==> config.mk <==
export PLATFORM = sky130hd
export DESIGN_NAME = utf8_sanitize_escaper
export DESIGN_NICKNAME = d
export VERILOG_FILES = /design/src/hw/rtl/utf8se_pkg.sv /design/src/hw/rtl/utf8se_front.sv /design/src/hw/rtl/utf8se_queue.sv /design/src/hw/rtl/utf8se_back.sv /design/src/hw/rtl/utf8_sanitize_escaper.sv
export VERILOG_INCLUDE_DIRS = /design/src /design/src/hw/rtl
export SDC_FILE = /design/constraint.sdc
export NUM_CORES = 1
export LEC_CHECK = 0
export BUFFER_PORTS_ARGS = -buffer_cell sky130_fd_sc_hd__buf_2
export CORE_MARGIN = 5
export CORE_UTILIZATION = 60
export CTS_CLUSTER_SIZE = 16
export DETAILED_ROUTE_END_ITERATION = 12
export GPL_TIMING_DRIVEN = 0
export PLACE_DENSITY = 0.77
export SLEW_MARGIN = 20
export SYNTH_ARGS = -nofsm -noshare
export SYNTH_HDL_FRONTEND = slang
export SYNTH_SLANG_ARGS = --single-unit
==> constraint.sdc <==
create_clock -name aclk -period 7.6 [get_ports aclk]
set_clock_uncertainty 0.2 [all_clocks]
set_input_delay 0.76 -clock aclk [delete_from_list [all_inputs] [get_ports aclk]]
set_output_delay 0.76 -clock aclk [all_outputs]
set_load 0.01 [all_outputs]
==> src/hw/rtl/utf8_sanitize_escaper_macros.svh <==
// Assertion shorthands shared by the sanitizer modules.
// Every module that uses them has the clock aclk and the active-low reset aresetn.
`ifndef UTF8_SANITIZE_ESCAPER_MACROS_SVH
`define UTF8_SANITIZE_ESCAPER_MACROS_SVH

// The consequent must hold in the same cycle as the antecedent.
`define U8SE_ASSERT_NOW(lbl, ante, cons, msg) \
    lbl: assert property (@(posedge aclk) disable iff (!aresetn) (ante) |-> (cons)) \
        else $error(msg);

// The consequent must hold in the cycle after the antecedent.
`define U8SE_ASSERT_NEXT(lbl, ante, cons, msg) \
    lbl: assert property (@(posedge aclk) disable iff (!aresetn) (ante) |=> (cons)) \
        else $error(msg);

`endif

==> src/hw/rtl/utf8se_pkg.sv <==
`timescale 1ns / 1ps

package utf8se_pkg;

    // Kinds of output token. Each token expands into one to six output bytes.
    typedef enum logic [1:0] {
        TOK_RAW = 2'd0,   // the byte itself
        TOK_ESC = 2'd1,   // backslash and a letter
        TOK_HEX = 2'd2,   // \xNN of the byte
        TOK_UNI = 2'd3    // \u00NN of a C1 control
    } tok_kind_t;

    typedef struct packed {
        tok_kind_t  kind;
        logic [7:0] data;
    } tok_t;

    // One token together with the end marks of the request that caused it.
    typedef struct packed {
        tok_t tok;
        logic run_last;
        logic text_last;
    } cmd_t;

    localparam int PlanDepth  = 5;
    localparam int PlanCntW   = 3;
    localparam int QueueDepth = 4;
    localparam int QueuePtrW  = 2;
    localparam int QueueCntW  = 3;

    localparam logic [7:0] ChBackslash = 8'h5C;
    localparam logic [7:0] ChX         = 8'h78;
    localparam logic [7:0] ChU         = 8'h75;
    localparam logic [7:0] ChN         = 8'h6E;
    localparam logic [7:0] ChR         = 8'h72;
    localparam logic [7:0] ChT         = 8'h74;
    localparam logic [7:0] ChZero      = 8'h30;

    // Number of output bytes a token expands into.
    function automatic logic [2:0] tok_len(input tok_kind_t kind);
        logic [2:0] len;
        case (kind)
            TOK_RAW: len = 3'd1;
            TOK_ESC: len = 3'd2;
            TOK_HEX: len = 3'd4;
            TOK_UNI: len = 3'd6;
            default: len = 3'd1;
        endcase
        return len;
    endfunction

    // Upper-case ASCII hex digit of a nibble.
    function automatic logic [7:0] hex_digit(input logic [3:0] v);
        logic [7:0] ch;
        if (v < 4'd10) begin
            ch = ChZero + {4'd0, v};
        end else begin
            ch = 8'h37 + {4'd0, v};
        end
        return ch;
    endfunction

endpackage

==> src/hw/rtl/utf8se_front.sv <==
`timescale 1ns / 1ps
`include "utf8_sanitize_escaper_macros.svh"

module utf8se_front (
    input  logic              aclk,
    input  logic              aresetn,
    input  logic              s_tvalid,
    output logic              s_tready,
    input  logic [7:0]        s_tdata,
    input  logic              s_tlast,
    output logic              q_push,
    output utf8se_pkg::cmd_t  q_data,
    input  logic              q_full
);

    // Decoder state.
    logic [7:0]  held_reg [3];
    logic [7:0]  held_next [3];
    logic [1:0]  held_cnt_reg, held_cnt_next;
    logic [2:0]  exp_len_reg, exp_len_next;
    logic [20:0] pv_reg, pv_next;

    // Token plan of the request being issued to the queue.
    utf8se_pkg::tok_t plan_reg [utf8se_pkg::PlanDepth];
    utf8se_pkg::tok_t plan_next [utf8se_pkg::PlanDepth];
    utf8se_pkg::tok_t plan_new [utf8se_pkg::PlanDepth];
    logic [utf8se_pkg::PlanCntW-1:0] plan_cnt_reg, plan_cnt_next, plan_cnt_new;
    logic plan_end_reg, plan_end_next;

    logic [7:0] b;
    logic       accept;

    // Decode of the byte as a fresh lead.
    utf8se_pkg::tok_t start_tok;
    logic             start_v;
    logic             start_lead;
    logic [2:0]       start_len;
    logic [20:0]      start_pv;

    logic             pend, is_cont, complete, bad, ctrl_cp, flush_end;
    logic [20:0]      pv_cat;
    logic [1:0]       pre_n, post_n;
    utf8se_pkg::tok_kind_t pre_kind;
    logic             mid_v;
    utf8se_pkg::tok_t mid_tok;

    assign b = s_tdata;

    always_comb begin
        start_tok  = '{kind: utf8se_pkg::TOK_RAW, data: b};
        start_v    = 1'b1;
        start_lead = 1'b0;
        start_len  = 3'd0;
        start_pv   = 21'd0;
        if (!b[7]) begin
            if (b == 8'h0A) begin
                start_tok = '{kind: utf8se_pkg::TOK_ESC, data: utf8se_pkg::ChN};
            end else if (b == 8'h0D) begin
                start_tok = '{kind: utf8se_pkg::TOK_ESC, data: utf8se_pkg::ChR};
            end else if (b == 8'h09) begin
                start_tok = '{kind: utf8se_pkg::TOK_ESC, data: utf8se_pkg::ChT};
            end else if (b < 8'h20 || b == 8'h7F) begin
                start_tok = '{kind: utf8se_pkg::TOK_HEX, data: b};
            end
        end else if (b[7:5] == 3'b110) begin
            start_v    = 1'b0;
            start_lead = 1'b1;
            start_len  = 3'd2;
            start_pv   = {16'd0, b[4:0]};
        end else if (b[7:4] == 4'b1110) begin
            start_v    = 1'b0;
            start_lead = 1'b1;
            start_len  = 3'd3;
            start_pv   = {17'd0, b[3:0]};
        end else if (b[7:3] == 5'b11110) begin
            start_v    = 1'b0;
            start_lead = 1'b1;
            start_len  = 3'd4;
            start_pv   = {18'd0, b[2:0]};
        end else begin
            start_tok = '{kind: utf8se_pkg::TOK_HEX, data: b};
        end
    end

    assign pend     = (exp_len_reg != 3'd0);
    assign is_cont  = (b[7:6] == 2'b10);
    assign pv_cat   = {pv_reg[14:0], b[5:0]};
    assign complete = (({1'b0, held_cnt_reg} + 3'd1) >= exp_len_reg);
    assign bad      = (exp_len_reg == 3'd2 && pv_cat < 21'h80)
                   || (exp_len_reg == 3'd3 && pv_cat < 21'h800)
                   || (exp_len_reg == 3'd4 && pv_cat < 21'h10000)
                   || (pv_cat > 21'h10FFFF)
                   || (pv_cat >= 21'hD800 && pv_cat <= 21'hDFFF);
    assign ctrl_cp  = (pv_cat < 21'h20) || (pv_cat == 21'h7F)
                   || (pv_cat >= 21'h80 && pv_cat <= 21'h9F);

    // Next decoder state and the three parts of the token plan: flushed or
    // passed held bytes, one token for the current byte, end-of-text flush.
    always_comb begin
        held_next     = held_reg;
        held_cnt_next = held_cnt_reg;
        exp_len_next  = exp_len_reg;
        pv_next       = pv_reg;
        pre_n         = 2'd0;
        pre_kind      = utf8se_pkg::TOK_HEX;
        mid_v         = 1'b0;
        mid_tok       = start_tok;
        if (!pend || !is_cont) begin
            if (pend) begin
                pre_n = held_cnt_reg;
            end
            mid_v = start_v;
            if (start_lead) begin
                held_next[0]  = b;
                held_cnt_next = 2'd1;
                exp_len_next  = start_len;
                pv_next       = start_pv;
            end else begin
                held_cnt_next = 2'd0;
                exp_len_next  = 3'd0;
                pv_next       = 21'd0;
            end
        end else if (!complete) begin
            case (held_cnt_reg)
                2'd0:    held_next[0] = b;
                2'd1:    held_next[1] = b;
                default: held_next[2] = b;
            endcase
            held_cnt_next = held_cnt_reg + 2'd1;
            pv_next       = pv_cat;
        end else begin
            held_cnt_next = 2'd0;
            exp_len_next  = 3'd0;
            pv_next       = 21'd0;
            pre_n         = held_cnt_reg;
            mid_v         = 1'b1;
            if (bad) begin
                mid_tok = '{kind: utf8se_pkg::TOK_HEX, data: b};
            end else if (ctrl_cp) begin
                pre_n   = 2'd0;
                mid_tok = '{kind: utf8se_pkg::TOK_UNI, data: pv_cat[7:0]};
            end else begin
                pre_kind = utf8se_pkg::TOK_RAW;
                mid_tok  = '{kind: utf8se_pkg::TOK_RAW, data: b};
            end
        end
        flush_end = s_tlast && (exp_len_next != 3'd0);
        post_n    = flush_end ? held_cnt_next : 2'd0;
        if (flush_end) begin
            held_cnt_next = 2'd0;
            exp_len_next  = 3'd0;
            pv_next       = 21'd0;
        end
    end

    // Pack the plan parts into consecutive slots.
    always_comb begin
        plan_cnt_new = '0;
        for (int i = 0; i < utf8se_pkg::PlanDepth; i++) begin
            plan_new[i] = '{kind: utf8se_pkg::TOK_RAW, data: 8'd0};
        end
        for (int i = 0; i < 3; i++) begin
            if (2'(i) < pre_n) begin
                plan_new[plan_cnt_new] = '{kind: pre_kind, data: held_reg[i]};
                plan_cnt_new = plan_cnt_new + 3'd1;
            end
        end
        if (mid_v) begin
            plan_new[plan_cnt_new] = mid_tok;
            plan_cnt_new = plan_cnt_new + 3'd1;
        end
        for (int i = 0; i < 3; i++) begin
            if (2'(i) < post_n) begin
                plan_new[plan_cnt_new] = '{kind: utf8se_pkg::TOK_HEX, data: held_next[i]};
                plan_cnt_new = plan_cnt_new + 3'd1;
            end
        end
    end

    assign q_push   = (plan_cnt_reg != '0) && !q_full;
    assign s_tready = (plan_cnt_reg == '0) || (plan_cnt_reg == 3'd1 && q_push);
    assign accept   = s_tvalid && s_tready;

    assign q_data = '{tok: plan_reg[0],
                      run_last: (plan_cnt_reg == 3'd1),
                      text_last: (plan_cnt_reg == 3'd1) && plan_end_reg};

    always_comb begin
        plan_next     = plan_reg;
        plan_cnt_next = plan_cnt_reg;
        plan_end_next = plan_end_reg;
        if (q_push) begin
            for (int i = 0; i < utf8se_pkg::PlanDepth - 1; i++) begin
                plan_next[i] = plan_reg[i + 1];
            end
            plan_cnt_next = plan_cnt_reg - 3'd1;
        end
        if (accept) begin
            plan_next     = plan_new;
            plan_cnt_next = plan_cnt_new;
            plan_end_next = s_tlast;
        end
    end

    always_ff @(posedge aclk) begin
        if (!aresetn) begin
            held_cnt_reg <= 2'd0;
            exp_len_reg  <= 3'd0;
            pv_reg       <= 21'd0;
            plan_cnt_reg <= '0;
        end else begin
            plan_cnt_reg <= plan_cnt_next;
            if (accept) begin
                held_cnt_reg <= held_cnt_next;
                exp_len_reg  <= exp_len_next;
                pv_reg       <= pv_next;
            end
        end
    end

    always_ff @(posedge aclk) begin
        plan_reg     <= plan_next;
        plan_end_reg <= plan_end_next;
        if (accept) begin
            held_reg <= held_next;
        end
    end

    `U8SE_ASSERT_NOW(a_idle_no_held, exp_len_reg == 3'd0, held_cnt_reg == 2'd0,
        "bytes held with no sequence pending")
    `U8SE_ASSERT_NOW(a_held_below_len, exp_len_reg != 3'd0,
        ({1'b0, held_cnt_reg} < exp_len_reg) && (held_cnt_reg != 2'd0),
        "held byte count out of step with sequence length")
    `U8SE_ASSERT_NOW(a_accept_plan_drained, accept, plan_cnt_reg <= 3'd1,
        "request accepted over an unfinished token plan")

endmodule

==> src/hw/rtl/utf8se_queue.sv <==
`timescale 1ns / 1ps
`include "utf8_sanitize_escaper_macros.svh"

module utf8se_queue (
    input  logic             aclk,
    input  logic             aresetn,
    input  logic             push,
    input  utf8se_pkg::cmd_t push_data,
    output logic             full,
    input  logic             pop,
    output utf8se_pkg::cmd_t head,
    output logic             empty
);

    utf8se_pkg::cmd_t mem_reg [utf8se_pkg::QueueDepth];
    logic [utf8se_pkg::QueuePtrW-1:0] wr_ptr_reg, rd_ptr_reg;
    logic [utf8se_pkg::QueueCntW-1:0] cnt_reg;

    assign full  = (cnt_reg == utf8se_pkg::QueueCntW'(utf8se_pkg::QueueDepth));
    assign empty = (cnt_reg == '0);
    assign head  = mem_reg[rd_ptr_reg];

    always_ff @(posedge aclk) begin
        if (!aresetn) begin
            wr_ptr_reg <= '0;
            rd_ptr_reg <= '0;
            cnt_reg    <= '0;
        end else begin
            if (push) begin
                wr_ptr_reg <= wr_ptr_reg + 1'b1;
            end
            if (pop) begin
                rd_ptr_reg <= rd_ptr_reg + 1'b1;
            end
            if (push && !pop) begin
                cnt_reg <= cnt_reg + 1'b1;
            end else if (pop && !push) begin
                cnt_reg <= cnt_reg - 1'b1;
            end
        end
    end

    always_ff @(posedge aclk) begin
        if (push) begin
            mem_reg[wr_ptr_reg] <= push_data;
        end
    end

    `U8SE_ASSERT_NOW(a_no_overflow, push, !full || pop, "token queue overflow")
    `U8SE_ASSERT_NOW(a_no_underflow, pop, !empty, "token queue underflow")
    `U8SE_ASSERT_NEXT(a_count_up, push && !pop, cnt_reg == $past(cnt_reg) + 1'b1,
        "token queue count did not follow a push")

endmodule

==> src/hw/rtl/utf8se_back.sv <==
`timescale 1ns / 1ps
`include "utf8_sanitize_escaper_macros.svh"

module utf8se_back (
    input  logic             aclk,
    input  logic             aresetn,
    input  logic             q_empty,
    input  utf8se_pkg::cmd_t q_head,
    output logic             q_pop,
    output logic             m_tvalid,
    input  logic             m_tready,
    output logic [7:0]       m_tdata,
    output logic             m_tuser,
    output logic             m_tlast
);

    logic [2:0] step_reg;
    logic [2:0] len;
    logic       load, tok_done;
    logic [7:0] ch;
    logic       m_tvalid_reg, m_tuser_reg, m_tlast_reg;
    logic [7:0] m_tdata_reg;

    assign len      = utf8se_pkg::tok_len(q_head.tok.kind);
    assign tok_done = (step_reg == len - 3'd1);
    assign load     = !q_empty && (!m_tvalid_reg || m_tready);
    assign q_pop    = load && tok_done;

    // Byte of the current token at the current step.
    always_comb begin
        ch = q_head.tok.data;
        case (q_head.tok.kind)
            utf8se_pkg::TOK_RAW: ch = q_head.tok.data;
            utf8se_pkg::TOK_ESC: begin
                ch = (step_reg == 3'd0) ? utf8se_pkg::ChBackslash : q_head.tok.data;
            end
            utf8se_pkg::TOK_HEX: begin
                case (step_reg)
                    3'd0:    ch = utf8se_pkg::ChBackslash;
                    3'd1:    ch = utf8se_pkg::ChX;
                    3'd2:    ch = utf8se_pkg::hex_digit(q_head.tok.data[7:4]);
                    default: ch = utf8se_pkg::hex_digit(q_head.tok.data[3:0]);
                endcase
            end
            utf8se_pkg::TOK_UNI: begin
                case (step_reg)
                    3'd0:    ch = utf8se_pkg::ChBackslash;
                    3'd1:    ch = utf8se_pkg::ChU;
                    3'd2:    ch = utf8se_pkg::ChZero;
                    3'd3:    ch = utf8se_pkg::ChZero;
                    3'd4:    ch = utf8se_pkg::hex_digit(q_head.tok.data[7:4]);
                    default: ch = utf8se_pkg::hex_digit(q_head.tok.data[3:0]);
                endcase
            end
            default: ch = q_head.tok.data;
        endcase
    end

    always_ff @(posedge aclk) begin
        if (!aresetn) begin
            step_reg     <= 3'd0;
            m_tvalid_reg <= 1'b0;
        end else begin
            if (load) begin
                step_reg     <= tok_done ? 3'd0 : step_reg + 3'd1;
                m_tvalid_reg <= 1'b1;
            end else if (m_tready) begin
                m_tvalid_reg <= 1'b0;
            end
        end
    end

    always_ff @(posedge aclk) begin
        if (load) begin
            m_tdata_reg <= ch;
            m_tuser_reg <= tok_done && q_head.run_last;
            m_tlast_reg <= tok_done && q_head.text_last;
        end
    end

    assign m_tvalid = m_tvalid_reg;
    assign m_tdata  = m_tdata_reg;
    assign m_tuser  = m_tuser_reg;
    assign m_tlast  = m_tlast_reg;

    `U8SE_ASSERT_NOW(a_step_in_token, !q_empty, step_reg < len,
        "expansion step beyond token length")
    `U8SE_ASSERT_NOW(a_step_idle, q_empty, step_reg == 3'd0,
        "expansion step left over with no token queued")
    `U8SE_ASSERT_NOW(a_text_last_ends_run, m_tvalid && m_tlast, m_tuser,
        "end of text on a byte that does not end its request")

endmodule

==> src/hw/rtl/utf8_sanitize_escaper.sv <==
`timescale 1ns / 1ps
// UTF-8 sanitizer with control escaping. Input requests arrive on the s_ stream one
// text byte each, with s_tlast marking the final byte of a text. Output requests leave
// on the m_ stream one byte each: valid printable sequences pass unchanged, controls
// become \n, \r, \t, \xNN or \u00NN, and malformed bytes become \xNN, all in upper case.
// m_tuser marks the last output byte caused by one input byte, m_tlast the last
// output byte of the whole text. An input byte may cause no output at all.
// The front decodes a byte in the cycle it is accepted and turns it into a plan of
// up to four tokens, issuing one token a cycle into a four-entry queue while it has
// room. It accepts a new byte every cycle as long as each byte yields at most one token
// and the queue has room; a byte that yields more tokens holds the input until its
// last token is issued. The back expands one output byte a cycle from the queue
// head while the receiver is ready (1, 2, 4 or 6 bytes per token), so one input byte
// yields 0 to 16 output bytes, and the output byte rate sets sustained throughput.
// When the receiver stalls, the output register holds, the queue fills, and then
// the front stops taking bytes. Reset clears the pending sequence, the queue and the
// output valid; no clearing pass is needed.

module utf8_sanitize_escaper (
    input  logic       aclk,
    input  logic       aresetn,
    input  logic       s_tvalid,
    output logic       s_tready,
    input  logic [7:0] s_tdata,   // [7:0] in_byte
    input  logic       s_tlast,   // text_end
    output logic       m_tvalid,
    input  logic       m_tready,
    output logic [7:0] m_tdata,   // [7:0] out_byte
    output logic       m_tuser,   // [0] run_last
    output logic       m_tlast    // text_last
);

    // Tokens travel from the decoder to the expander through a short queue.
    logic             q_push, q_full, q_pop, q_empty;
    utf8se_pkg::cmd_t q_in, q_head;

    utf8se_front u_front (
        .aclk     (aclk),
        .aresetn  (aresetn),
        .s_tvalid (s_tvalid),
        .s_tready (s_tready),
        .s_tdata  (s_tdata),
        .s_tlast  (s_tlast),
        .q_push   (q_push),
        .q_data   (q_in),
        .q_full   (q_full)
    );

    utf8se_queue u_queue (
        .aclk      (aclk),
        .aresetn   (aresetn),
        .push      (q_push),
        .push_data (q_in),
        .full      (q_full),
        .pop       (q_pop),
        .head      (q_head),
        .empty     (q_empty)
    );

    // The expander owns the output register, which also decouples the receiver.
    utf8se_back u_back (
        .aclk     (aclk),
        .aresetn  (aresetn),
        .q_empty  (q_empty),
        .q_head   (q_head),
        .q_pop    (q_pop),
        .m_tvalid (m_tvalid),
        .m_tready (m_tready),
        .m_tdata  (m_tdata),
        .m_tuser  (m_tuser),
        .m_tlast  (m_tlast)
    );

endmodule

# --- Word-level counts from Yosys, hierarchy flattened ---
# Memory sizes are Yosys's and may differ from the RTL's. A register that Yosys moved wholly into a read port is not among the register bits.
# Index checks and enable logic that the tools add are counted.
op_classes:
  reduce_logical: 52
  addsub: 19
  n_bitwise: 6
  n_lt_le_gt_ge: 31
  mux: 111
  n_eq_ne: 23
op_table:
  columns: ["op", "count"]
  rows:
  - ["50-bit 2-to-1 mux", 7]
  - ["50-bit bitwise mux", 6]
  - ["10-bit 2-to-1 mux", 19]
  - ["10-bit demux with 3-bit select", 6]
  - ["15-bit 2-to-1 mux", 6]
  - ["8-bit 2-to-1 mux", 8]
  - ["8-bit case mux with 4 select lines", 2]
  - ["3-bit 2-to-1 mux", 20]
  - ["40-bit 2-to-1 mux", 1]
  - ["2-bit 2-to-1 mux", 15]
  - ["6-bit by 4-bit adder with 7-bit output (first input constant)", 4]
  - ["8-bit by 4-bit == test with 1-bit output (second input constant)", 3]
  - ["4-bit greater-or-equal comparator (second input constant)", 6]
  - ["4-bit by 1-bit < comparator with 1-bit output (second input constant)", 6]
  - ["24-bit 2-to-1 mux", 1]
  - ["8-bit case mux with 3 select lines", 1]
  - ["1-bit logical AND", 22]
  - ["3-bit by 1-bit adder with 3-bit output (second input constant)", 7]
  - ["21-bit by 7-bit == test with 1-bit output (second input constant)", 1]
  - ["21-bit by 16-bit greater-or-equal comparator with 1-bit output (second input constant)", 1]
  - ["21-bit by 8-bit greater-or-equal comparator with 1-bit output (second input constant)", 1]
  - ["21-bit > comparator (second input constant)", 1]
  - ["21-bit by 16-bit less-or-equal comparator with 1-bit output (second input constant)", 1]
  - ["21-bit by 8-bit less-or-equal comparator with 1-bit output (second input constant)", 1]
  - ["other kinds (35)", 96]
word_totals:
  mem_bits_rw: 48
  memories: 1
  inputBits: 13
  output_inout_bits: 12
  ff_bits: 119
mem_list:
  columns: ["name", "depth", "word_bits", "rd", "rd_clocked_by_memory_dff", "wr", "line", "rtl"]
  rows:
  - ["u_queue.mem_reg", 4, 12, 1, 1, 1, "utf8se_queue.sv:15", "utf8se_pkg::cmd_t mem_reg [utf8se_pkg::QueueDepth];"]

# --- Logic depth before layout (Yosys ltp) ---
# Gate-level depths: netlist of run 1.
logic_depth:
  ltp_word: 29
  mapped_depth: 27
  depth_no_buf: 24

# --- Hierarchy ---
# From an unflattened synthesis of run 1, not the netlist that was laid out.
unflattened:
  cells_unflattened: 1011
  area_unflattened_um2: 10147.2
by_module_without_submodules:
  columns: ["mod", "cells_each", "n_inst", "area_per_inst_um2", "seq_area_each_um2"]
  rows:
  - ["utf8se_front", 750, 1, 6691.4, 2712.6]
  - ["utf8se_queue", 105, 1, 2180.8, 1621.6]
  - ["utf8se_back", 156, 1, 1275.0, 380.4]

# --- Worst setup path after synthesis of run 1 ---
# No wires, ideal clock.
synth_timing:
  kind: "register to register"
  startpoint: "reg u_front.held_cnt_reg[0]"
  endpoint: "reg u_front.plan_reg[12] in the netlist's numbering, data pin"
  synth_period_minus_slack_ns: 5.907
  path_slack_ns: 1.693
  setup_time_ns: 0.272
  arrival_ns: 5.435
  required_ns: 7.128
  stages_incl_launch_ff: 26
  cell_sequence: "dfxtp_1 inv_1 ha_1 ha_1 nand2_1 o21ai_1 buf_2 nor2_1 a21oi_1 buf_2 and3_1 ha_1 buf_1 xnor2_1 xnor2_1 inv_1 buf_2 ha_1 nand3_1 nand2_1 ha_1 nor2_1 a211o_4 nor2_1 a21o_1 o221ai_1"
synth_rtl:
  columns: ["element", "line", "rtl"]
  rows:
  - ["start: declaration", "utf8se_front.sv:19", "logic [1:0] held_cnt_reg, held_cnt_next;"]
  - ["start signal: assignment", "utf8se_front.sv:214", "held_cnt_reg <= held_cnt_next;"]
  - ["end signal: assignment", "utf8se_front.sv:222", "plan_reg <= plan_next;"]
  - ["end: declaration", "utf8se_front.sv:24", "utf8se_pkg::tok_t plan_reg [utf8se_pkg::PlanDepth];"]

==> flow_metrics.tcl, run 1 <==
set metrics [dict create \
    worstSetupEndpointType "flop" \
    tightest_slew_ns 1.12 \
    cts_buffers 17 \
    setup_viol 0 \
    synth_async_sr_flop_share_pct 0 \
    synth_top_area_share_pct 38.9 \
    ios 25 \
    power_density_mw_per_mm2 355 \
    max_cap_violations 0 \
    synth_edf_count 133 \
    h-tree-depth 4 \
    insertion_delay_ns 0.44 \
    hold_class "flop to flop" \
    initial_core_util_pct 61.5 \
    irDropWorstVdd_mv 0.234 \
    grt_start_max_net_pins 45 \
    rsz0062_at_grt "false" \
    die_w_um 141 \
    portBuffers 23 \
    yosys.area.top_type "edfxtp_1" \
    syn-cell-area_sq_mm 0.0103 \
    postSynthAreaPerCell_sq_um 10.0 \
    start_kind "flop" \
    syn-num-nets 1069 \
    worst-path-max-fanout 10 \
    post-place-ws_ns 0.305 \
    fmax_mhz 139 \
    drt_iter0_markers 1106 \
    rows 47 \
    holdBufCountCts 0 \
    antenna_found_initial 0 \
    synth-main-ff-cell "edfxtp_1" \
    fin_ws_ns 0.393 \
    power_mw 4.01 \
    via_per_inst 6.88 \
    drtPass1Iterations 5 \
    drive_gt1_share_pct 12.6 \
    maxSlewHeadroom_pct 25.0 \
    dpl.hpwl_um 22600 \
    ctsLongestPathBuffers 2 \
    cts_tree "yes" \
    whs_ns 0.275 \
    gp_congestion 1.01 \
    status "completed" \
    vias 8939 \
    grt_pass1_vias 8519 \
    p_leak_nw 3.98 \
    cp.required_ns 7.60 \
    min_period_ns 7.21 \
    finalCritPeriodShare_pct 94.8 \
    worstPathArrival_ns 7.20 \
    ys_seq_elements 169 \
    grt_first_pass_wirelength_um 47500 \
    ys_warn_count 0 \
    antenna_left 0 \
    nets 1112 \
    area_growth_pct 9.96 \
    core_sq_mm 0.0167 \
    largest_reg_flops 48 \
    slew_violations 0 \
    wl_per_cell_um 23.5 \
    postCtsSetupBuffers 0 \
    cts_resized 0 \
    wl_um 30600 \
    grt_usage_pct 30.8 \
    path_class "flop to flop" \
    setup_tns_ns 0 \
    die_h_um 141 \
    cts_root_buf "clkbuf_16" \
    synth_cell_types 98 \
    cts.sinks 169 \
    antennaDiodeCount 0 \
    drc 0 \
    clkTransAtPathRegs_ns 0.07 \
    yosysSeqAreaShare_pct 45.9 \
    overflow 0 \
    final_hold_viol_count 0 \
    netlist_top_cells_area "edfxtp_1 39%, dfxtp_1 7.0%, nand2_1 3.8%, ha_1 3.7%, nor2_1 3.1%" \
    die-area_sq_mm 0.0198 \
    netlist_instances 1025 \
]
worst max-delay path: stages, from the launching register on:
cell and delay (ns):
dfxtp_1 0.53, inv_1 0.12, ha_1 0.38, ha_1 0.30
nand2_1 0.07, o21ai_1 0.26, buf_2 0.29, nor2_1 0.18
a21oi_2 0.32, buf_2 0.32, and3_1 0.28, ha_1 0.17
buf_1 0.28, xnor2_1 0.25, xnor2_1 0.38, inv_1 0.12
buf_2 0.24, ha_1 0.35, nand3_1 0.20, nand2_1 0.12
ha_1 0.30, nor2_1 0.13, a211o_4 0.17, inv_4 0.07
nor3_2 0.58, a22oi_2 0.12, a31o_1 0.25
per-stage QoR:
stage	utilization (%)	instance area, sq um	cells
after CTS	67.6	11300	1300
after floorplan	-	10300	1025
after global placement	63.9	10700	1268
after global routing	67.7	11300	1300
after detailed placement	64.1	10700	1269
final	67.7	11300	1300
cells in the mapped netlist (9+ instances only):
cell,count
mux2i_1,21
buf_2,12
nand2_1,105
a21boi_0,17
a211oi_1,10
nand2b_1,11
edfxtp_1,133
a32oi_1,13
a21oi_1,41
dfxtp_1,36
nor3_1,14
nor2b_1,19
xnor2_1,11
a31oi_1,21
ha_1,30
clkbuf_1,28
nand3_1,47
mux2_2,11
o211ai_1,12
inv_1,46
mux4_2,12
o21ai_1,18
nor2_1,84
o22ai_1,14
and2_1,22
o31ai_1,9
o21ai_0,54
nand4_1,21
area by class of cell:
class / count / area (sq um)
fillers: 1356 / 5400
multi-input cells: 755 / 5140
flip-flops and latches: 169 / 4710
clock buffers: 17 / 425
well taps: 220 / 275
plain buffers: 53 / 251
inverters: 48 / 183
clock inverters: 14 / 164
repair buffers: 24 / 143
per-layer routing:
| layer | wire length (um) | track usage [%] | vias to the layer above |
|---|---|---|---|
| met5 | 0 | 0 | - |
| li1 | - | - | 3966 |
| met3 | 2920 | 6.30 | 117 |
| met2 | 14100 | 49.3 | 541 |
| met4 | 1400 | 12.1 | 0 |
| met1 | 12200 | 41.5 | 4315 |
where the power goes:
| part | internal [mW] | switching [mW] | leakage, nW |
|---|---|---|---|
| clock network | 0.490 | 0.391 | 0.272 |
| registers | 1.48 | 0.144 | 1.57 |
| logic | 0.511 | 0.988 | 2.14 |
| total | 2.48 | 1.52 | 3.98 |
final timing paths:
check	end	slack [ns]	cells after the start	startpoint
worst min-delay path	u_front.pv_reg[13]	0.27	2	u_front.pv_reg[13]
worst min register to register	u_front.pv_reg[13]	0.27	2	u_front.pv_reg[13]
worst max-delay path	u_front.q_data[9]	0.39	26	u_front.held_cnt_reg[0]
worst max register to register	u_front.q_data[9]	0.39	26	u_front.held_cnt_reg[0]
cell families after synthesis:
family / Yosys count / share of synthesized area (%)
flops: 169 / 45.9
other cells: 1 / 0.0365
xor+xnor: 18 / 1.86
simple gates: 363 / 17.7
fa+ha+maj: 31 / 3.85
compound gates: 298 / 20.7
mux: 44 / 5.88
buf+inv: 101 / 4.19
cell usage in the layout, fill, tap and decap left out, drive strengths merged, types with 18 or more instances in the layout:
cell type and n:
nor3 18, dfxtp 36, nand4 21, a21oi 43
nor2 85, a31oi 21, nor2b 19, mux2i 21
ha 30, and2 23, edfxtp 133, nand3 48
buf 49, nand2 107, inv 52, o21ai 72
clkbuf 45
Power figures use the tool's default switching activity.
==> run 2: changes to the inputs <==
--- a/config.mk
+++ b/config.mk
@@ -7,12 +7,14 @@
 export NUM_CORES = 1
 export LEC_CHECK = 0
 export BUFFER_PORTS_ARGS = -buffer_cell sky130_fd_sc_hd__buf_2
+export CELL_PAD_IN_SITES_DETAIL_PLACEMENT = 1
+export CELL_PAD_IN_SITES_GLOBAL_PLACEMENT = 2
 export CORE_MARGIN = 5
-export CORE_UTILIZATION = 60
+export CORE_UTILIZATION = 42
 export CTS_CLUSTER_SIZE = 16
 export DETAILED_ROUTE_END_ITERATION = 12
 export GPL_TIMING_DRIVEN = 0
-export PLACE_DENSITY = 0.77
+export PLACE_DENSITY_LB_ADDON = 0.1
 export SLEW_MARGIN = 20
 export SYNTH_ARGS = -nofsm -noshare
 export SYNTH_HDL_FRONTEND = slang
==> run 2 against run 1 <==
  * Final cell count grew 8.1%
  * Non-clock buffer count is the same
  * Critical path depth shrank 1
==> flow_metrics.tcl, run 2 (synthesis results as in run 1) <==
set metrics [dict create \
    status "completed" \
    vias 8631 \
    grt_first_pass_wirelength_um 54200 \
    maxSlewHeadroom_pct 25.2 \
    grt_start_max_net_pins 45 \
    die-area_sq_mm 0.0277 \
    grt_usage_pct 25.2 \
    area_growth_pct 11.3 \
    core_sq_mm 0.0242 \
    post-place-ws_ns 0.0325 \
    cp.required_ns 7.56 \
    die_w_um 166 \
    antenna_left 0 \
    antennaDiodeCount 0 \
    via_per_inst 6.14 \
    irDropWorstVdd_mv 0.148 \
    r2r_start "u_front.held_cnt_reg[0]" \
    slew_violations 0 \
    crit_end "u_front.plan_reg[12]" \
    drc 0 \
    final_cell_mix "133 x edfxtp_1, 105 x nand2_1, 83 x nor2_1" \
    p_leak_nw 4.00 \
    cts.sinks 169 \
    largest_reg_flops 48 \
    cts_root_buf "clkbuf_16" \
    worst-path-max-fanout 10 \
    nets 1112 \
    cts_buffers 17 \
    wl_per_cell_um 24.9 \
    setup_viol 0 \
    rrSetupSlack_ns 0.49 \
    worstPathArrival_ns 7.08 \
    power_density_mw_per_mm2 352 \
    final_hold_viol_count 0 \
    holdPathStages 2 \
    finalCritPeriodShare_pct 93.6 \
    overflow 0 \
    dp.cells 1373 \
    cts_tree "yes" \
    fin_util_pct 47.3 \
    gp_congestion 0.908 \
    tightest_slew_ns 1.12 \
    placed_area_sq_mm 0.0108 \
    final_cells 1405 \
    r2r_end "u_front.plan_reg[12]" \
    whs_ns 0.265 \
    grt_pass1_vias 8808 \
    reg2reg_depth 25 \
    rows 57 \
    worstSetupEndpointType "flop" \
    min_period_ns 7.11 \
    ctsLongestPathBuffers 2 \
    initial_core_util_pct 42.5 \
    setup_tns_ns 0 \
    final_common_cell "edfxtp_1" \
    fin_ws_ns 0.486 \
    hold_class "flop to flop" \
    drtPass1Iterations 5 \
    h-tree-depth 4 \
    ios 25 \
    drt_iter0_markers 798 \
    fmax_mhz 141 \
    die_h_um 166 \
    antenna_found_initial 0 \
    clkTransAtPathRegs_ns 0.08 \
    rsz0062_at_grt "false" \
    n_fill_cell 2742 \
    power_mw 4.02 \
    holdBufCountCts 0 \
    start_kind "flop" \
    insertion_delay_ns 0.44 \
    portBuffers 23 \
    max_cap_violations 0 \
    path_class "flop to flop" \
    drive_gt1_share_pct 12.8 \
    dpl.hpwl_um 26600 \
    wl_um 35000 \
    fin_area_sq_mm 0.0114 \
    crit_start "u_front.held_cnt_reg[0]" \
]
run 2: worst max-delay path: stages, from the launching register on:
cell	delay, ns
dfxtp_1	0.52
inv_1	0.11
ha_1	0.37
ha_1	0.29
nand2_1	0.06
o21ai_1	0.27
buf_2	0.31
nor2_1	0.19
a21oi_2	0.34
buf_2	0.32
and3_1	0.29
ha_1	0.19
buf_1	0.31
xnor2_2	0.21
xnor2_2	0.27
inv_1	0.11
buf_2	0.23
ha_1	0.35
nand3_1	0.21
nand2_1	0.12
ha_1	0.30
nor2_1	0.05
a211o_4	0.36
nor2_2	0.35
a21o_1	0.33
o221ai_1	0.20
run 2: layout make-up:
class	instances	area (sq um)	share of cell area (%)
Multi-Input combinational cell	755	5170	45.2
Sequential cell	169	4710	41.2
Clock buffer	17	425	3.72
Tap cell	324	405	3.54
Buffer	53	251	2.20
Inverter	48	183	1.60
Clock inverter	15	150	1.31
Timing Repair Buffer	24	143	1.25
run 2: how the worst min path moves through the flow:
stage / start / slack [ns] / endpoint
4_1_cts: u_front.pv_reg[12] / 0.27 / u_front.pv_reg[12]
5_1_grt: u_front.pv_reg[13] / 0.31 / u_front.pv_reg[13]
3_5_place_dp: u_front.pv_reg[12] / 0.26 / u_front.pv_reg[12]
2_1_floorplan: u_front.pv_reg[13] / 0.24 / u_front.pv_reg[13]
3_3_place_gp: u_front.pv_reg[12] / 0.25 / u_front.pv_reg[12]
6_report: u_front.pv_reg[12] / 0.27 / u_front.pv_reg[12]
run 2: where the power goes:
part | leakage [nW] | switching (mW) | internal (mW)
registers | 1.57 | 0.148 | 1.48
logic | 2.14 | 1.01 | 0.511
clock network | 0.282 | 0.434 | 0.439
total | 4.00 | 1.59 | 2.43
run 2: what timing repair did:
item / 4_1_cts / 5_1_grt
buffers inserted: 0 / 0
resized for setup: 0 / 7
setup endpoints to repair: 0 / 44
run 2: per-layer routing:
layer  vias to the layer above  track usage (%)  wire, um
li1                       3982                -         -
met1                      4366             35.0     16100
met5                         -                0         0
met4                         0             8.68       988
met2                       234             41.3     16600
met3                        49             2.70      1310
